**config.mk**
```make
export PLATFORM = sky130hd
export DESIGN_NAME = can_message_timeout_monitor_unit
export DESIGN_NICKNAME = d
export VERILOG_FILES = /design/src/rtl/core/cmtm_pkg.sv /design/src/rtl/core/cmtm_ctrl.sv /design/src/rtl/core/cmtm_datapath.sv /design/src/rtl/core/can_message_timeout_monitor_unit.sv
export SDC_FILE = /design/constraint.sdc
export NUM_CORES = 1
export LEC_CHECK = 0
export ABC_AREA = 1
export BUFFER_PORTS_ARGS = -buffer_cell sky130_fd_sc_hd__buf_2
export CAP_MARGIN = 30
export CORE_MARGIN = 2
export CORE_UTILIZATION = 53
export DETAILED_ROUTE_END_ITERATION = 10
export PLACE_DENSITY = 0.66
export SYNTH_ARGS = -nofsm -noshare
export SYNTH_HDL_FRONTEND = slang
export SYNTH_SLANG_ARGS = --single-unit
```
**constraint.sdc**
```tcl
create_clock -name clk -period 6.23 [get_ports clk]
set_input_delay 0.3115 -clock clk [delete_from_list [all_inputs] [get_ports clk]]
set_output_delay 0.3115 -clock clk [all_outputs]
set_load 0.01 [all_outputs]
```
**src/rtl/core/cmtm_pkg.sv**
```systemverilog
`timescale 1ns / 1ps
package cmtm_pkg;

  localparam int SLOTS = 16;
  localparam int TICK_PERIOD_MS = 10;
  localparam int MAX_RESULTS = 16;

  localparam int ID_W = 29;
  localparam int TMO_W = 16;
  localparam int CNT_W = 16;
  localparam int SLOT_W = (SLOTS > 1) ? $clog2(SLOTS) : 1;
  localparam int NRES_W = $clog2(MAX_RESULTS + 1);

  localparam logic [CNT_W-1:0] CNT_MAX = {CNT_W{1'b1}};

  // The limit is timeout_ms / TICK_PERIOD_MS, done as a multiply by a rounded-up
  // reciprocal, which is exact for every 16-bit dividend.
  localparam int DIV_SHIFT = TMO_W + $clog2(TICK_PERIOD_MS);
  localparam longint unsigned RECIP_L =
    ((64'd1 << DIV_SHIFT) + TICK_PERIOD_MS - 1) / TICK_PERIOD_MS;
  localparam int RECIP_W = TMO_W + 1;
  localparam logic [RECIP_W-1:0] RECIP = RECIP_L[RECIP_W-1:0];
  localparam int PROD_W = TMO_W + RECIP_W;

  localparam logic [1:0] CMD_REG = 2'd0;
  localparam logic [1:0] CMD_TICK = 2'd1;
  localparam logic [1:0] CMD_FRAME = 2'd2;
  localparam logic [1:0] CMD_NONE = 2'd3;

  typedef enum logic [1:0] {
    EV_LOST = 2'd0,
    EV_RESTORED = 2'd1,
    EV_REG_OK = 2'd2,
    EV_FULL = 2'd3
  } event_t;

  typedef struct packed {
    logic load;
    logic look_adv;
    logic apply;
    logic tick_step;
    logic flush;
  } ctrl_cmd_t;

  typedef struct packed {
    logic [1:0] req_cmd;
    logic cur_valid;
    logic cur_match;
    logic idx_last;
    logic tick_block;
    logic apply_out;
    logic out_free;
    logic pend_valid;
  } dp_status_t;

endpackage

```
**src/rtl/core/cmtm_ctrl.sv**
```systemverilog
`timescale 1ns / 1ps
module cmtm_ctrl
  import cmtm_pkg::*;
(
  input  logic       clk,
  input  logic       rst,
  input  logic       in_valid,
  output logic       in_stall,
  input  dp_status_t status,
  output ctrl_cmd_t  ctrl
);

  typedef enum logic [4:0] {
    S_IDLE  = 5'b00001,
    S_LOOK  = 5'b00010,
    S_APPLY = 5'b00100,
    S_TICK  = 5'b01000,
    S_FLUSH = 5'b10000
  } state_t;

  state_t state;
  state_t state_next;

  always_ff @(posedge clk) begin
    if (rst) begin
      state <= S_IDLE;
    end else begin
      state <= state_next;
    end
  end

  assign in_stall = (state != S_IDLE);

  always_comb begin
    state_next = state;
    ctrl = '0;
    case (state)
      S_IDLE: begin
        if (in_valid) begin
          ctrl.load = 1'b1;
          state_next = S_IDLE;
        end
      end
      S_LOOK: begin
        if (status.cur_match || !status.cur_valid || status.idx_last) begin
          state_next = S_APPLY;
        end else begin
          ctrl.look_adv = 1'b1;
        end
      end
      S_APPLY: begin
        if (!status.apply_out || status.out_free) begin
          ctrl.apply = 1'b1;
          state_next = S_IDLE;
        end
      end
      S_TICK: begin
        if (!status.cur_valid) begin
          state_next = S_FLUSH;
        end else if (!status.tick_block) begin
          ctrl.tick_step = 1'b1;
          if (status.idx_last) begin
            state_next = S_FLUSH;
          end
        end
      end
      S_FLUSH: begin
        if (!status.pend_valid) begin
          state_next = S_IDLE;
        end else if (status.out_free) begin
          ctrl.flush = 1'b1;
          state_next = S_IDLE;
        end
      end
      default: begin
        state_next = S_IDLE;
      end
    endcase
    if (state == S_IDLE && in_valid) begin
      case (status.req_cmd)
        CMD_REG, CMD_FRAME: state_next = S_LOOK;
        CMD_TICK: state_next = S_TICK;
        default: state_next = S_IDLE;
      endcase
    end
  end

endmodule

```
**src/rtl/core/cmtm_datapath.sv**
```systemverilog
`timescale 1ns / 1ps
module cmtm_datapath
  import cmtm_pkg::*;
(
  input  logic              clk,
  input  logic              rst,
  input  ctrl_cmd_t         ctrl,
  output dp_status_t        status,
  input  logic [1:0]        cmd,
  input  logic [ID_W-1:0]   can_id,
  input  logic [TMO_W-1:0]  timeout_ms,
  output logic              out_valid,
  input  logic              out_stall,
  output logic [1:0]        event_res,
  output logic [ID_W-1:0]   event_id,
  output logic              last
);

  logic [1:0]        req_cmd;
  logic [ID_W-1:0]   req_id;
  logic [CNT_W-1:0]  req_lim;
  logic [SLOT_W-1:0] idx;
  logic [NRES_W-1:0] nres;
  logic              pend_valid;
  logic [ID_W-1:0]   pend_id;

  logic              slot_valid [SLOTS];
  logic [ID_W-1:0]   slot_id    [SLOTS];
  logic [CNT_W-1:0]  slot_limit [SLOTS];
  logic [CNT_W-1:0]  slot_count [SLOTS];
  logic              slot_lost  [SLOTS];

  logic [PROD_W-1:0] prod;
  logic [PROD_W-1:0] quot;
  logic              cur_valid;
  logic              cur_match;
  logic [CNT_W-1:0]  cnt_inc;
  logic              tick_hit;
  logic              nres_room;
  logic              out_free;
  logic              apply_out;
  logic              tick_emit;
  logic              out_load;

  assign prod = PROD_W'(timeout_ms) * PROD_W'(RECIP);
  assign quot = prod >> DIV_SHIFT;

  assign cur_valid = slot_valid[idx];
  assign cur_match = cur_valid && (slot_id[idx] == req_id);
  assign cnt_inc = (slot_count[idx] == CNT_MAX) ? slot_count[idx] : slot_count[idx] + 1'b1;
  assign tick_hit = cnt_inc >= slot_limit[idx];
  assign nres_room = nres < NRES_W'(MAX_RESULTS);
  assign out_free = !out_valid || !out_stall;
  assign apply_out = (req_cmd == CMD_REG) || (cur_match && slot_lost[idx]);
  assign tick_emit = tick_hit && nres_room && pend_valid;
  assign out_load = (ctrl.apply && apply_out) || (ctrl.tick_step && tick_emit) || ctrl.flush;

  always_comb begin
    status.req_cmd = ctrl.load ? cmd : req_cmd;
    status.cur_valid = cur_valid;
    status.cur_match = cur_match;
    status.idx_last = (idx == SLOT_W'(SLOTS - 1));
    status.tick_block = tick_emit && !out_free;
    status.apply_out = apply_out;
    status.out_free = out_free;
    status.pend_valid = pend_valid;
  end

  always_ff @(posedge clk) begin
    if (ctrl.load) begin
      req_cmd <= cmd;
      req_id <= can_id;
      req_lim <= quot[CNT_W-1:0];
    end
    if (ctrl.tick_step && tick_hit && nres_room) begin
      pend_id <= slot_id[idx];
    end
    if (ctrl.apply && (req_cmd == CMD_REG) && !cur_valid) begin
      slot_id[idx] <= req_id;
    end
    if (ctrl.apply && (req_cmd == CMD_REG) && (cur_match || !cur_valid)) begin
      slot_limit[idx] <= req_lim;
    end
  end

  always_ff @(posedge clk) begin
    if (rst) begin
      idx <= '0;
      nres <= '0;
      pend_valid <= 1'b0;
      for (int i = 0; i < SLOTS; i++) begin
        slot_valid[i] <= 1'b0;
        slot_count[i] <= '0;
        slot_lost[i] <= 1'b0;
      end
    end else begin
      if (ctrl.load) begin
        idx <= '0;
        nres <= '0;
        pend_valid <= 1'b0;
      end
      if (ctrl.look_adv) begin
        idx <= idx + 1'b1;
      end
      if (ctrl.apply) begin
        if (req_cmd == CMD_REG) begin
          if (cur_match) begin
            slot_count[idx] <= '0;
          end else if (!cur_valid) begin
            slot_valid[idx] <= 1'b1;
            slot_count[idx] <= '0;
            slot_lost[idx] <= 1'b0;
          end
        end else if (req_cmd == CMD_FRAME && cur_match) begin
          slot_count[idx] <= '0;
          slot_lost[idx] <= 1'b0;
        end
      end
      if (ctrl.tick_step) begin
        slot_count[idx] <= cnt_inc;
        idx <= idx + 1'b1;
        if (tick_hit) begin
          slot_lost[idx] <= 1'b1;
          if (nres_room) begin
            pend_valid <= 1'b1;
            nres <= nres + 1'b1;
          end
        end
      end
      if (ctrl.flush) begin
        pend_valid <= 1'b0;
      end
    end
  end

  always_ff @(posedge clk) begin
    if (rst) begin
      out_valid <= 1'b0;
    end else if (out_load) begin
      out_valid <= 1'b1;
    end else if (!out_stall) begin
      out_valid <= 1'b0;
    end
  end

  always_ff @(posedge clk) begin
    if (ctrl.apply && apply_out) begin
      last <= 1'b1;
      event_id <= req_id;
      if (req_cmd != CMD_REG) begin
        event_res <= EV_RESTORED;
      end else if (cur_match || !cur_valid) begin
        event_res <= EV_REG_OK;
      end else begin
        event_res <= EV_FULL;
      end
    end else if (ctrl.tick_step && tick_emit) begin
      last <= 1'b0;
      event_id <= pend_id;
      event_res <= EV_LOST;
    end else if (ctrl.flush) begin
      last <= 1'b1;
      event_id <= pend_id;
      event_res <= EV_LOST;
    end
  end

endmodule

```
**src/rtl/core/can_message_timeout_monitor_unit.sv**
```systemverilog
`timescale 1ns / 1ps
// Supervises up to SLOTS watched CAN identifiers for silence.
// Input channel: in_valid/in_stall carry one item of cmd, can_id and timeout_ms.
// cmd selects a register item, a tick of the monitor period or a received frame.
// Output channel: out_valid/out_stall carry event_res and event_id; last is set on
// the final result that an item causes. Ticks and frames may cause no result.
// A register or frame item searches the slot table one entry per cycle, then the
// matching entry, or for a register the first free one, is updated.
// A tick item updates each valid slot's counter in turn, and every lost report is
// held until the next one or the end of the scan so that last can be marked.
// A new item is accepted only once the previous one has finished its scan.
// Results leave through an output register; the next item is accepted while a
// finished result is still waiting. When the receiver stalls, a scan that must
// emit another result waits until the output register is taken.
// Reset empties the table, clears every counter and lost flag, and drops any
// result that has not been taken.
module can_message_timeout_monitor_unit
  import cmtm_pkg::*;
(
  input  logic              clk,
  input  logic              rst,
  input  logic              in_valid,
  output logic              in_stall,
  input  logic [1:0]        cmd,
  input  logic [ID_W-1:0]   can_id,
  input  logic [TMO_W-1:0]  timeout_ms,
  output logic              out_valid,
  input  logic              out_stall,
  output logic [1:0]        event_res,
  output logic [ID_W-1:0]   event_id,
  output logic              last
);

  ctrl_cmd_t  ctrl;
  dp_status_t status;

  cmtm_ctrl u_ctrl (
    .clk      (clk),
    .rst      (rst),
    .in_valid (in_valid),
    .in_stall (in_stall),
    .status   (status),
    .ctrl     (ctrl)
  );

  cmtm_datapath u_datapath (
    .clk        (clk),
    .rst        (rst),
    .ctrl       (ctrl),
    .status     (status),
    .cmd        (cmd),
    .can_id     (can_id),
    .timeout_ms (timeout_ms),
    .out_valid  (out_valid),
    .out_stall  (out_stall),
    .event_res  (event_res),
    .event_id   (event_id),
    .last       (last)
  );

endmodule

```
==> results.toml <==
[outcome]
status = "finished, final reports clean"

[clock_tree]
htreeDepth = 3
post_cts_buffers = 0
cts_tree = "yes"
cts_buffers = 109
clockBufferDepth = 3
clock-root-buffer = "clkbuf_16"
clock_sinks = 1085
insertion_delay_ps = 720
clkSlewWorstSetupHoldPaths_ps = 60

[critical_path]
r2r_end = "u_datapath.slot_count[5][12]"
worstPathBufferInverterCount = 4
start_kind = "register"
worstPathRequired_ps = 6550
critPathSlowestCell = "nand2_1"
slowest_delay_ps = 510
crit_type = "register to register"
end_kind = "register"
reg2reg_setup_slack_ps = 510
reg2regPathDepth = 33
cp_common_cell = "nand2_1"
cp_top_family = "simple AND/OR/NAND/NOR gates"
cp.arrival_ps = 6040
cp_max_fo = 99

[synth]
yosysSeqAreaShare_pct = 61.0
synth_cell_types = 54
ys_warn_count = 0
ys_async_sr_fraction_pct = 0
yosys-top-cells-area = "edfxtp_1 (60%), nand2_1 (6.3%), nor3_2 (4.6%)"
syn_nets = 5047
syn_area_per_cell_sq_um = 11.1
synth_edf_count = 1046
netlist_area_sq_um = 52800
ys.flop_type = "edfxtp_1"
synth.ff_latch_count = 1085
synthDominantCellAreaShare_pct = 59.5
synth_largest_area_cell = "edfxtp_1"
syn-instance-count = 4765

[final_layout]
layout_commonest_cell = "edfxtp_1"
design_area_sq_um = 58500
drive_gt1_share_pct = 13.8
fin_nets = 5113
area_delta_synth_final_pct = 10.7
final_core_util_pct = 59.3
final_cell_mix = "edfxtp_1 (1,046), nand2_1 (881), nor2_1 (493), inv_1 (451), nand3_1 (387)"
layout.cells.non_filler = 6208

[power_and_ir_drop]
ir_drop_v = 0.000383
power_density_nw_per_um2 = 314
power.leakage_nw = 21.8
p_total_mw = 18.4

[grt]
grt_pass1_wl_microns = 217000
antenna_found_initial = 2
grt_max_degree = 187
gr-total-overflow = 0
first_global_vias = 34200
grt_use_total_pct = 28.4

[floorplanning]
die_x_microns = 320
ioPinCount = 85
dieArea_sq_um = 102000
initial_utilization_pct = 53.6
core_area_sq_um = 98600
die_y_microns = 320
rows = 115

[place]
place.gp.congestion = 0.940
dp_cells = 5973
dp_slack_ps = 464
dp_hpwl_microns = 87900
placement.cell_area_sq_um = 54500
io_buffers = 84

[timing]
max_freq_mhz = 175
drv_slew = 0
timing.final.crit_share_pct = 91.9
hold_ws_ps = 298
tightest_slew_ps = 991
fin_crit_ps = 5720
finClkSkew_ps = 39.9
max_slew_margin_pct = 33.9
rsz0062_at_grt = "false"
setup_tns_ps = 0
layout_setup_ws_ps = 506
hold_violations = 0
setup_violations = 0

[drt]
drt_first_pass_iters = 6
wl_per_cell_microns = 23.5
wl_microns = 146000
ant_nets = 0
via_per_inst = 5.75
vias = 35700
drtIter0Drc = 4199
remaining_drc_errors = 0

[flow_run]
cap_violations = 0

[min_path]
min_path_cells = 6
min_path_type = "primary input to register"
hp-start = "out_stall"
hold-path-endpoint = "u_datapath.last"
## worst max-delay path by stage
stage          startpoint  cells after the start                           end
3_5_place_dp     register                     37   u_datapath.slot_count[1][3]
2_1_floorplan    register                     38        u_datapath.event_id[0]
5_1_grt          register                     33   u_datapath.slot_count[2][0]
4_1_cts          register                     37   u_datapath.slot_count[1][7]
3_3_place_gp     register                     33   u_datapath.slot_count[1][3]
6_report         register                     33  u_datapath.slot_count[5][12]
## where the power goes
part | switching (mW) | internal [mW] | leakage, nW
sequential | 0.302 | 8.45 | 10.0
combinational | 1.95 | 1.11 | 10.0
clock | 2.77 | 3.80 | 1.73
total | 5.02 | 13.4 | 21.8
## cells by family after synthesis
group,synth area share (%)
AO/OA/AOI/OAI,6.14
XOR/XNOR,0.562
adder cells (fa/ha/maj),6.63
buffers and inverters,6.50
flip-flops,61.0
AND/OR/NAND/NOR,19.2
## repair_timing
item                                    4_1_cts  5_1_grt
hold buffers                                 33        0
endpoints found under the setup margin        0      188
endpoints found under the hold margin        36        0
resized for setup                             0        6
## per-layer routing
metal	vias to the layer above	share of wire (%)	track usage [%]
li1	16500	-	-
met1	17400	41	39.6
met2	1539	48	46.5
met3	262	7.6	3.62
met4	2	3.2	9.22
met5	-	0.0062	0
## worst reg2reg max path, delay by kind of cell (launching register included)
family,cells,cell delay (ps)
AO/OA/AOI/OAI,1,160
XOR/XNOR,1,160
adder cells (fa/ha/maj),1,280
buffers and inverters,4,840
flip-flops,1,370
AND/OR/NAND/NOR,26,3530
## state kept, by name, summed over array words and instances, names as in the netlist, named ones only
register / cells
u_datapath.nres: 5
u_datapath.slot_lost: 16
u_datapath.idx: 4
u_datapath.out_valid: 1
u_datapath.req_cmd: 2
u_datapath.event_res: 2
u_datapath.pend_valid: 1
u_datapath.slot_count: 256
u_datapath.req_lim: 13
u_datapath.req_id: 29
u_datapath.event_id: 29
u_datapath.slot_id: 464
u_datapath.slot_limit: 208
u_datapath.pend_id: 29
u_ctrl.state: 5
u_datapath.slot_valid: 16
u_datapath.last: 1
## synthesized netlist by cell type, types with 5 or more instances
cell and n:
a21oi_1 76, a221oi_1 8, buf_1 17, buf_2 110, buf_4 37, buf_6 39
clkbuf_1 81, clkinv_1 7, dfxtp_1 39, edfxtp_1 1046, fa_1 81, ha_1 150
inv_1 456, nand2_1 887, nand2_2 12, nand3_1 388, nand3_2 5, nand4_1 21
nor2_1 510, nor2_2 6, nor3_1 21, nor3_2 241, o211ai_1 78, o21a_1 10
o21ai_0 240, o21ai_1 75, o221ai_1 33, o22ai_1 25, xnor2_1 15, xor2_1 12
## cell type report
type	instances	area, sq um
Timing Repair Buffer	241	1920
Fill cell	7990	40100
Tap cell	1287	1610
Clock buffer	144	2910
Inverter	469	1790
Clock inverter	55	684
Antenna cell	2	5.00
Multi-Input combinational cell	2925	17300
Sequential cell	1085	32200
No activity file was read; power rests on OpenSTA's default activity.
